==> src/rtl/mbjr_pkg.sv <==
`default_nettype none
// ----------------------------------------------------------------------------
// mbjr_pkg
// Shared types and instruction codes for the branch and jump resolver.
// ----------------------------------------------------------------------------
package mbjr_pkg;

  // major opcodes
  localparam logic [5:0] OpSpecial = 6'd0;
  localparam logic [5:0] OpRegimm  = 6'd1;
  localparam logic [5:0] OpJ       = 6'd2;
  localparam logic [5:0] OpJal     = 6'd3;
  localparam logic [5:0] OpBeq     = 6'd4;
  localparam logic [5:0] OpBne     = 6'd5;
  localparam logic [5:0] OpBlez    = 6'd6;
  localparam logic [5:0] OpBgtz    = 6'd7;
  localparam logic [5:0] OpCop0    = 6'd16;
  localparam logic [5:0] OpCop1    = 6'd17;
  localparam logic [5:0] OpBeql    = 6'd20;
  localparam logic [5:0] OpBnel    = 6'd21;
  localparam logic [5:0] OpBlezl   = 6'd22;
  localparam logic [5:0] OpBgtzl   = 6'd23;
  localparam logic [5:0] OpJalx    = 6'd29;

  // special function codes
  localparam logic [5:0] FnJr      = 6'd8;
  localparam logic [5:0] FnJalr    = 6'd9;
  localparam logic [5:0] FnSyscall = 6'd12;
  localparam logic [5:0] FnSdbbp   = 6'd15;

  // shift amount that marks a hazard-barrier jump
  localparam logic [4:0] SaHazard  = 5'd16;

  // regimm rt codes
  localparam logic [4:0] RtBltz    = 5'd0;
  localparam logic [4:0] RtBgez    = 5'd1;
  localparam logic [4:0] RtBltzl   = 5'd2;
  localparam logic [4:0] RtBgezl   = 5'd3;
  localparam logic [4:0] RtBltzal  = 5'd16;
  localparam logic [4:0] RtBgezal  = 5'd17;
  localparam logic [4:0] RtBltzall = 5'd18;
  localparam logic [4:0] RtBgezall = 5'd19;
  localparam logic [4:0] RtSynci   = 5'd31;

  // cop0 rs codes
  localparam logic [4:0] RsMfc0    = 5'd0;
  localparam logic [4:0] RsMtc0    = 5'd4;

  // return address register
  localparam logic [4:0] RegRa     = 5'd31;

  typedef enum logic [1:0] {
    ST_REFUSED  = 2'd0,
    ST_NOT_EMUL = 2'd1,
    ST_SLOT     = 2'd2,
    ST_NO_SLOT  = 2'd3
  } status_e;

  typedef struct packed {
    status_e     status;
    logic [31:0] next_pc;
    logic        link_write;
    logic [4:0]  link_index;
    logic [31:0] link_value;
  } result_t;

endpackage
`default_nettype wire

==> src/rtl/mbjr_decode.sv <==
`default_nettype none
// ----------------------------------------------------------------------------
// mbjr_decode
// Combinational resolution of one instruction into next PC, link and status.
// ----------------------------------------------------------------------------
module mbjr_decode
  import mbjr_pkg::*;
(
  input  wire logic [31:0] instruction_i,
  input  wire logic [31:0] pc_i,
  input  wire logic [31:0] rs_value_i,
  input  wire logic [31:0] rt_value_i,
  output result_t          result_o
);

  logic [5:0]  op;
  logic [4:0]  rs;
  logic [4:0]  rt;
  logic [4:0]  rd;
  logic [4:0]  sa;
  logic [5:0]  fn;
  logic [31:0] pc_plus4;
  logic [31:0] link;
  logic [31:0] br_target;
  logic [31:0] jmp_target;
  logic        neg;
  logic        zero;
  logic        equal;
  logic        is_branch;
  logic        taken;
  logic        likely;
  logic        lnk;

  // field extraction
  assign op = instruction_i[31:26];
  assign rs = instruction_i[25:21];
  assign rt = instruction_i[20:16];
  assign rd = instruction_i[15:11];
  assign sa = instruction_i[10:6];
  assign fn = instruction_i[5:0];

  // address arithmetic
  assign pc_plus4   = pc_i + 32'd4;
  assign link       = pc_i + 32'd8;
  assign br_target  = pc_plus4 + {{14{instruction_i[15]}}, instruction_i[15:0], 2'b00};
  assign jmp_target = {pc_plus4[31:28], instruction_i[25:0], 2'b00};

  // compare conditions
  assign neg   = rs_value_i[31];
  assign zero  = (rs_value_i == 32'd0);
  assign equal = (rs_value_i == rt_value_i);

  // opcode decode
  always_comb begin
    result_o   = '{status: ST_NOT_EMUL, next_pc: pc_i, link_write: 1'b0,
                   link_index: 5'd0, link_value: 32'd0};
    is_branch  = 1'b0;
    taken      = 1'b0;
    likely     = 1'b0;
    lnk        = 1'b0;
    case (op)
      OpSpecial: begin
        if (fn == FnJr || fn == FnJalr) begin
          if (sa == SaHazard) begin
            result_o.status = ST_REFUSED;
          end else if (fn == FnJr) begin
            result_o.status  = ST_SLOT;
            result_o.next_pc = rs_value_i;
          end else begin
            result_o.status     = ST_SLOT;
            result_o.next_pc    = (rd == rs) ? link : rs_value_i;
            result_o.link_write = 1'b1;
            result_o.link_index = rd;
            result_o.link_value = link;
          end
        end else if (fn inside {[FnSyscall:FnSdbbp]}) begin
          result_o.status = ST_REFUSED;
        end
      end
      OpRegimm: begin
        is_branch = 1'b1;
        case (rt)
          RtBltz:    taken = neg;
          RtBgez:    taken = !neg;
          RtBltzl:   begin taken = neg;  likely = 1'b1; end
          RtBgezl:   begin taken = !neg; likely = 1'b1; end
          RtBltzal:  begin taken = neg;  lnk = 1'b1; end
          RtBgezal:  begin taken = !neg; lnk = 1'b1; end
          RtBltzall: begin taken = neg;  lnk = 1'b1; likely = 1'b1; end
          RtBgezall: begin taken = !neg; lnk = 1'b1; likely = 1'b1; end
          default: begin
            is_branch       = 1'b0;
            result_o.status = (rt == RtSynci) ? ST_REFUSED : ST_NOT_EMUL;
          end
        endcase
      end
      OpJ, OpJal: begin
        result_o.status  = ST_SLOT;
        result_o.next_pc = jmp_target;
        if (op == OpJal) begin
          result_o.link_write = 1'b1;
          result_o.link_index = RegRa;
          result_o.link_value = link;
        end
      end
      OpBeq:   begin is_branch = 1'b1; taken = equal; end
      OpBne:   begin is_branch = 1'b1; taken = !equal; end
      OpBlez:  begin is_branch = 1'b1; taken = neg || zero; end
      OpBgtz:  begin is_branch = 1'b1; taken = !neg && !zero; end
      OpBeql:  begin is_branch = 1'b1; taken = equal;          likely = 1'b1; end
      OpBnel:  begin is_branch = 1'b1; taken = !equal;         likely = 1'b1; end
      OpBlezl: begin is_branch = 1'b1; taken = neg || zero;    likely = 1'b1; end
      OpBgtzl: begin is_branch = 1'b1; taken = !neg && !zero;  likely = 1'b1; end
      OpCop0: begin
        result_o.status = (rs == RsMfc0 || rs == RsMtc0) ? ST_NOT_EMUL : ST_REFUSED;
      end
      OpCop1, OpJalx: begin
        result_o.status = ST_REFUSED;
      end
      default: begin
        result_o.status = ST_NOT_EMUL;
      end
    endcase

    // conditional branch outcome
    if (is_branch) begin
      if (taken) begin
        result_o.status  = ST_SLOT;
        result_o.next_pc = br_target;
        if (lnk) begin
          result_o.link_write = 1'b1;
          result_o.link_index = RegRa;
          result_o.link_value = link;
        end
      end else begin
        result_o.status  = ST_NO_SLOT;
        result_o.next_pc = likely ? link : pc_plus4;
      end
    end
  end

endmodule
`default_nettype wire

==> src/rtl/mips_branch_jump_resolver_core.sv <==
`default_nettype none
// ----------------------------------------------------------------------------
// mips_branch_jump_resolver_core
// Resolves MIPS jumps and branches into next PC, link write and status.
// ----------------------------------------------------------------------------
// Accepts one instruction per cycle while not stalled and returns one result for
// each. An accepted instruction lands in the input register, is resolved by the
// decode logic and is held in the result register, from which it is offered;
// the result register only loads when it is empty or the output is not stalled.
// The input register takes a new instruction while an earlier result waits to
// be collected only if it is empty itself. The block holds no state beyond these
// two stages.
module mips_branch_jump_resolver_core
  import mbjr_pkg::*;
(
  input  wire logic        clk_i,
  input  wire logic        rst_ni,
  // input channel
  input  wire logic        in_valid_i,
  output      logic        in_stall_o,
  input  wire logic [31:0] instruction_i,
  input  wire logic [31:0] pc_i,
  input  wire logic [31:0] rs_value_i,
  input  wire logic [31:0] rt_value_i,
  // output channel
  output      logic        out_valid_o,
  input  wire logic        out_stall_i,
  output      logic [1:0]  status_o,
  output      logic [31:0] next_pc_o,
  output      logic        link_write_o,
  output      logic [4:0]  link_index_o,
  output      logic [31:0] link_value_o
);

  logic        in_valid_q;
  logic [31:0] ins_q;
  logic [31:0] pc_q;
  logic [31:0] rs_q;
  logic [31:0] rt_q;
  logic        res_valid_q;
  result_t     res_q;
  result_t     res_d;
  logic        res_ready;
  logic        in_ready;

  // stage advance
  assign res_ready  = !res_valid_q || !out_stall_i;
  assign in_ready   = !in_valid_q || res_ready;
  assign in_stall_o = !in_ready;

  // input register control
  always_ff @(posedge clk_i or negedge rst_ni) begin
    if (!rst_ni) begin
      in_valid_q <= 1'b0;
    end else if (in_ready) begin
      in_valid_q <= in_valid_i;
    end
  end

  // input register payload
  always_ff @(posedge clk_i) begin
    if (in_ready && in_valid_i) begin
      ins_q <= instruction_i;
      pc_q  <= pc_i;
      rs_q  <= rs_value_i;
      rt_q  <= rt_value_i;
    end
  end

  // resolution logic
  mbjr_decode u_decode (
    .instruction_i (ins_q),
    .pc_i          (pc_q),
    .rs_value_i    (rs_q),
    .rt_value_i    (rt_q),
    .result_o      (res_d)
  );

  // result register control
  always_ff @(posedge clk_i or negedge rst_ni) begin
    if (!rst_ni) begin
      res_valid_q <= 1'b0;
    end else if (res_ready) begin
      res_valid_q <= in_valid_q;
    end
  end

  // result register payload
  always_ff @(posedge clk_i) begin
    if (res_ready && in_valid_q) begin
      res_q <= res_d;
    end
  end

  // outputs
  assign out_valid_o  = res_valid_q;
  assign status_o     = res_q.status;
  assign next_pc_o    = res_q.next_pc;
  assign link_write_o = res_q.link_write;
  assign link_index_o = res_q.link_index;
  assign link_value_o = res_q.link_value;

  // link fields are clear unless a link is written
  assert property (@(posedge clk_i) disable iff (!rst_ni)
    out_valid_o && !link_write_o |-> link_index_o == 5'd0 && link_value_o == 32'd0)
    else $error("link fields set without link write");

  // a link write only comes with a taken transfer
  assert property (@(posedge clk_i) disable iff (!rst_ni)
    out_valid_o && link_write_o |-> status_o == ST_SLOT)
    else $error("link write on a non-taken result");

  // a held instruction is not dropped while the result stage is blocked
  assert property (@(posedge clk_i) disable iff (!rst_ni)
    in_valid_q && !res_ready |=> in_valid_q && $stable(ins_q) && $stable(pc_q))
    else $error("input stage lost an instruction under stall");

endmodule
`default_nettype wire

==> config.mk <==
export PLATFORM = sky130hd
export DESIGN_NAME = mips_branch_jump_resolver_core
export DESIGN_NICKNAME = d
export VERILOG_FILES = /design/src/rtl/mbjr_pkg.sv /design/src/rtl/mbjr_decode.sv /design/src/rtl/mips_branch_jump_resolver_core.sv
export SDC_FILE = /design/constraint.sdc
export NUM_CORES = 1
export LEC_CHECK = 0
export ABC_AREA = 1
export ABC_CLOCK_PERIOD_IN_PS = 9360
export BUFFER_PORTS_ARGS = -buffer_cell sky130_fd_sc_hd__buf_2
export CAP_MARGIN = 20
export CORE_MARGIN = 2
export CORE_UTILIZATION = 55
export CTS_CLUSTER_SIZE = 8
export DETAILED_ROUTE_END_ITERATION = 7
export GPL_TIMING_DRIVEN = 0
export PLACE_DENSITY = 0.78
export SKIP_CTS_REPAIR_TIMING = 1
export SKIP_LAST_GASP = 1
export SYNTH_ARGS = -nofsm -noshare
export SYNTH_HDL_FRONTEND = slang
export SYNTH_SLANG_ARGS = --single-unit
export TNS_END_PERCENT = 5
==> constraint.sdc <==
create_clock -name clk_i -period 9.36 [get_ports clk_i]
set_clock_uncertainty 0.15 [all_clocks]
set_input_delay 1.872 -clock clk_i [delete_from_list [all_inputs] [get_ports clk_i]]
set_output_delay 1.872 -clock clk_i [all_outputs]
set_load 0.05 [all_outputs]
=== Word-level counts from Yosys, hierarchy flattened ===
Cells that the tools add are included.

* Mux-type cells: 27
* $lt $le $gt $ge: 2
* Reduce and logical (&&, ||, !) cells: 33
* Add/subtract/negate cells: 3
* Equal/unequal tests: 28

{| class="wikitable"
|+ Operators by type and width
! kind !! number
|-
| 38-bit 2-to-1 mux || 4
|-
| 70-bit 2-to-1 mux || 2
|-
| 70-bit case mux with 2 select lines || 1
|-
| 32-bit 2-to-1 mux || 3
|-
| 72-bit 2-to-1 mux || 1
|-
| 6-bit by 5-bit equality test with 1-bit output (second input constant) || 7
|-
| 33-bit 2-to-1 mux || 1
|-
| 32-bit by 3-bit adder with 32-bit output (second input constant) || 1
|-
| 32-bit adder || 1
|-
| 32-bit by 4-bit adder with 32-bit output (second input constant) || 1
|-
| 32-bit equality test || 1
|-
| 32-bit logical NOT || 1
|-
| 5-bit equality test (second input constant) || 6
|-
| 6-bit by 3-bit equality test with 1-bit output (second input constant) || 4
|-
| 4-bit OR reduction || 5
|-
| 8-bit OR reduction || 2
|-
| 6-bit by 2-bit equality test with 1-bit output (second input constant) || 2
|-
| 6-bit by 4-bit equality test with 1-bit output (second input constant) || 2
|-
| 2-bit OR reduction || 6
|-
| 5-bit by 2-bit equality test with 1-bit output (second input constant) || 2
|-
| 5-bit logical NOT || 2
|-
| 2-bit case mux with 5 select lines || 1
|-
| 1-bit logical NOT || 7
|-
| 1-bit 2-to-1 mux || 7
|-
| other kinds (12) || 23
|}

* Register bits after elaboration: 202
* Word-level logic and storage cells: 104
* Bits of input ports: 132

=== Depth between registers and ports, before layout ===
* Word-level depth: 9
* Depth in mapped cells: 25
* Gate-level depth less buffers: 25

=== Cells and area by module ===
From an unflattened synthesis, not the netlist that was laid out.

* Cell total of the unflattened synthesis: 1751
* Area, all modules: 13422.9 um2

{| class="wikitable"
|+ By module, submodules not included
! module !! instances !! cells each !! seq. area each (um2) !! area an instance (um2)
|-
| mbjr_decode || 1 || 1539 || 0.0 || 7322.0
|-
| mips_branch_jump_resolver_core || 1 || 212 || 6055.8 || 6100.9
|}

=== Least setup slack after synthesis ===
No wires, ideal clock.

* Kind: input to register
* Start point: input out_stall_i
* End point: register res_q (netlist bit link_index_o[0]) (enable)
* Data required time: 8.684 ns
* Cell stages on the path: 1
* Library setup time: 0.526 ns
* Slack: 3.300 ns
* Arrival time: 5.384 ns
* Cells stage by stage: a21oi_1

* Cells in the longest elaborated chain, start to end: 3

{| class="wikitable"
|+ Ends and longest elaborated chain
! what !! line !! text
|-
| from (decl) || mips_branch_jump_resolver_core.sv:27 || <nowiki>input wire logic out_stall_i,</nowiki>
|-
| 1-bit logical NOT || mips_branch_jump_resolver_core.sv:47 || <nowiki>assign res_ready = !res_valid_q || !out_stall_i;</nowiki>
|-
| 1-bit logical OR || mips_branch_jump_resolver_core.sv:47 ||
|-
| 1-bit logical AND || mips_branch_jump_resolver_core.sv:90 || <nowiki>if (res_ready && in_valid_q) begin</nowiki>
|-
| to (signal assigned) || mips_branch_jump_resolver_core.sv:91 || <nowiki>res_q <= res_d;</nowiki>
|-
| to (decl) || mips_branch_jump_resolver_core.sv:41 || <nowiki>result_t res_q;</nowiki>
|}

No other way between the ends.
A chain may end at the register's enable or synchronous reset.

=== Worst setup path after layout ===
* Start point: input out_stall_i
* End point: output in_stall_o

* Cells in the longest elaborated chain, start to end: 4

{| class="wikitable"
|+ Ends and longest elaborated chain
! what !! line !! text
|-
| 1-bit logical NOT || mips_branch_jump_resolver_core.sv:47 ||
|-
| 1-bit logical OR || mips_branch_jump_resolver_core.sv:47 ||
|-
| 1-bit logical OR || mips_branch_jump_resolver_core.sv:48 || <nowiki>assign in_ready = !in_valid_q || res_ready;</nowiki>
|-
| 1-bit logical NOT || mips_branch_jump_resolver_core.sv:49 || <nowiki>assign in_stall_o = !in_ready;</nowiki>
|-
| to (decl) || mips_branch_jump_resolver_core.sv:20 || <nowiki>output logic in_stall_o,</nowiki>
|}

No other way between the ends.

==> reports/qor.txt <==
outcome - finished clean
proportion of layout cells with a drive suffix above 1 - 0.183
drt first pass iters - 7
io pins - 206
critical hold path startpoint - in_valid_q
via/cell ratio - 5.86
Worst setup SP type - input port
WHS Path Cells - 2
GPL Wtd Cong - 1.02
top fanout value on the critical path - 2
Adder-Cell Fraction of Synth Area - 0.0366
setup TNS - 0 ns
DRC violations left - 0
Syn Area/Cell - 7.97 sq um
max incr delay on CP - 0.28 ns
yosys warns - 0
clock latency at the later pin of the worst-skew pair - 0.57 ns
initial core utilization - 0.561
DP Worst Slack - 4.83 ns
Yosys top cell area share - 0.456
P_leak - 0.00703 uW
mux cell area share after synthesis - 0
Synth Area in Simple Gates - 0.293
hold worst-path end - out_valid_o
Seq pwr share - 0.417
Clk network pwr share - 0.344
WL per Instance - 23.6 microns
worst r2r src - pc_q[12]
Yosys top cell by area - edfxtp_1
1st-iter DRT viols - 1634
cell family with most CP delay - buffers and inverters
# Max-Cap Violations - 0
critical path's slowest cell - buf_2
RSZ-0062 raised after global routing - false
combinational power share - 0.240
# fillers - 1942
Critical Path Start - out_stall_i
Die Footprint - 25200 sq um
class of the tightest hold or removal check - flip-flop to flip-flop
synthesized instance count - 1653
Setup-failing EPs final - 0
Register Area - 6060 sq um
switching pwr - 939 uW
vias - 13.0k
nets - 2062
Die Y-Extent - 159 microns
clock buffer depth - 3
remaining global-route overflow - 0
internal power - 1850 uW
Post-DP Area - 14700 sq um
Unique masters post-synth - 49
register area share after synthesis - 0.460
top cells by area, synth - edfxtp_1 46%, nand2_1 16%, inv_1 4.8%, nor2_1 4.4%, nand3_1 4.2%
Tot Pwr - 2780 uW
final period utilization - 0.482
Max-slew headroom - 0.297
CP Data Required Time - 7.34 ns
Final WS setup - 4.85 ns
TritonCTS clock tree - done
maximum clock rate - 222 MHz
DRT antenna net count - 0
Syn Std Cell Area - 13200 sq um
CP Capture Type - output port
Sw Share - 0.337
worst reg2reg path endpoint - next_pc_o[29]
H-tree lvl count - 1
cell occurring most often along the worst timing path - buf_2
Final Slew Violations - 0
async set-reset flop share out of synthesis - 0.00990
pwr dens - 180 nW/um^2
multi-input logic area - 6170 sq um
WS Path Type - input port to output port
Worst Max-Slew Pin Slew - 1.05 ns
Hold Violations, Final - 0
crit path DAT - 2.49 ns
Post-synth EDFFs - 200
global-route wire length before repair - 77200 microns
pin count of the biggest net entering global routing - 68
Peak supply drop - 0.000207 V
Total GRT Usage - 0.411
Reg2Reg Setup Slack - 4.97 ns
main combinational cell family by area after synthesis - simple AND/OR/NAND/NOR gates
post-synthesis compound-gate area fraction - 0.0900
HPWL after DPL - 41100 microns
Reg2Reg Depth - 19
TritonCTS buffer count - 29
Worst Path Buf+Inv - 2
Final Critical Period - 4.51 ns
Diodes inserted - 0
vias in the first global route - 12.7k
clock slew at reported path FFs - 0.05 ns
initial antenna violation count - 1
area grow syn2layout - 17.5%
Synth Register Bits - 202
Post-synth top flop - edfxtp_1
total wire length - 52600 microns
Synthesized Nets - 1823
final instance area - 15500 sq um
Clk Tree Root Cell - clkbuf_16
Die W - 159 microns
XOR/XNOR Fraction of Synth Area - 0.0478
core area - 23500 sq um
Rows - 56
crit-path cells - buf_2, nand2_1, nor2_1, buf_2
final core occ - 0.660
CTS sink cnt - 202
IO buf count - 205
## cells in the mapped netlist, types with 3 or more instances
library cell,n
buf_4,6
buf_6,8
edfxtp_1,200
a21boi_0,7
nand2_1,562
nand3_1,110
a221oi_1,7
nand4_1,14
nor2_1,155
inv_2,14
o21ai_1,17
ha_1,37
o21ai_0,58
nand3b_1,3
nor3_1,14
inv_1,169
o22ai_1,4
a21oi_2,14
nor2_4,10
nor4_1,4
o211ai_1,15
xnor2_1,28
nand2_2,15
a21oi_1,69
and2_1,6
o21a_1,3
buf_2,21
nor2_2,8
xor2_1,42
clkbuf_1,8
## worst reg2reg max path: stages, from the launching register on
cell	delay, ns
edfxtp_1	0.55
nand2_1	0.10
nor2_1	0.28
nand2_1	0.20
nor2_1	0.12
nand2_1	0.07
xor2_1	0.80
a21oi_1	0.22
ha_1	0.43
nand2_1	0.13
nor2_1	0.20
nand2_1	0.16
nor3_1	0.16
nand2_1	0.16
nand3_1	0.10
nand2_1	0.08
nand2_1	0.07
nand2_1	0.05
nand2_1	0.07
nand2_1	0.06
## how the worst max path moves through the flow
stage                                  to  depth (start not counted)  slack (ns)
after global routing        next_pc_o[30]                         19        4.77
after global placement        status_o[0]                          2        1.85
final                          in_stall_o                          4        4.85
after detailed placement       in_stall_o                          4        4.83
after CTS                      in_stall_o                          4        4.86
after floorplan           link_index_o[0]                          1        3.30
## power groups by stage
| stage | clock network, uW | logic (uW) | registers [uW] |
|---|---|---|---|
| 6_report | 957 | 667 | 1160 |
| 5_1_grt | 991 | 715 | 1160 |
| 4_1_cts | 957 | 654 | 1160 |
| 3_5_place_dp | 0 | 646 | 1170 |
| 3_3_place_gp | 0 | 624 | 1180 |
| 2_1_floorplan | 0 | 322 | 1280 |
## logic make-up (layout without fill, tap and decap cells)
logic type | count (synthesis) | after routing
adders and majority gates | 38 | 38
DFF | 202 | 202
buffers and inverters | 228 | 481
and+or+nand+nor | 911 | 911
xor gates and xnor gates | 71 | 71
AOI/OAI and AO/OA | 203 | 203
## cell type report
class | count | share of cell area
multi-input combinational | 1223 | 0.398
sequential | 202 | 0.391
timing repair buffer | 208 | 0.0706
clock buffer | 43 | 0.0502
inverter | 184 | 0.0449
tap | 319 | 0.0258
buffer | 44 | 0.0177
clock inverter | 2 | 0.00178
## metrics by stage
stage               hold slack, ns  cells
finish                       0.416   2225
global route                 0.421   2225
CTS                          0.402   2225
detailed placement           0.377   2180
global placement             0.289   2177
floorplan                    0.283   1653
## per-layer routing
layer  global-route usage  vias to the layer above  share of wire
li1                     -                     5916              -
met1                0.501                     6021           0.36
met2                0.669                      916           0.46
met3               0.0883                      191           0.11
met4                0.251                        2          0.072
met5                    0                        -        0.00032
## state kept, by name (all words and copies together) (netlist names)
name and count:
in_valid_q 1, ins_q 32, link_index_o 5, link_value_o 32, link_write_o 1, next_pc_o 32
out_valid_o 1, pc_q 32, rs_q 32, rt_q 32, status_o 2
## cell usage in the layout (no fill, tap or decap), types with 15 or more instances in the layout
cell | Yosys | routed
o211ai_1 | 15 | 15
buf_2 | 21 | 226
inv_1 | 169 | 168
edfxtp_1 | 200 | 200
nand2_1 | 562 | 562
xnor2_1 | 28 | 28
ha_1 | 37 | 37
o21ai_1 | 17 | 17
a21oi_1 | 69 | 68
xor2_1 | 42 | 42
o21ai_0 | 58 | 58
clkbuf_16 | 0 | 29
nand3_1 | 110 | 110
nor2_1 | 155 | 155
clkbuf_1 | 8 | 22
nand2_2 | 15 | 15
Note: power is estimated with default switching activity, not from simulation.
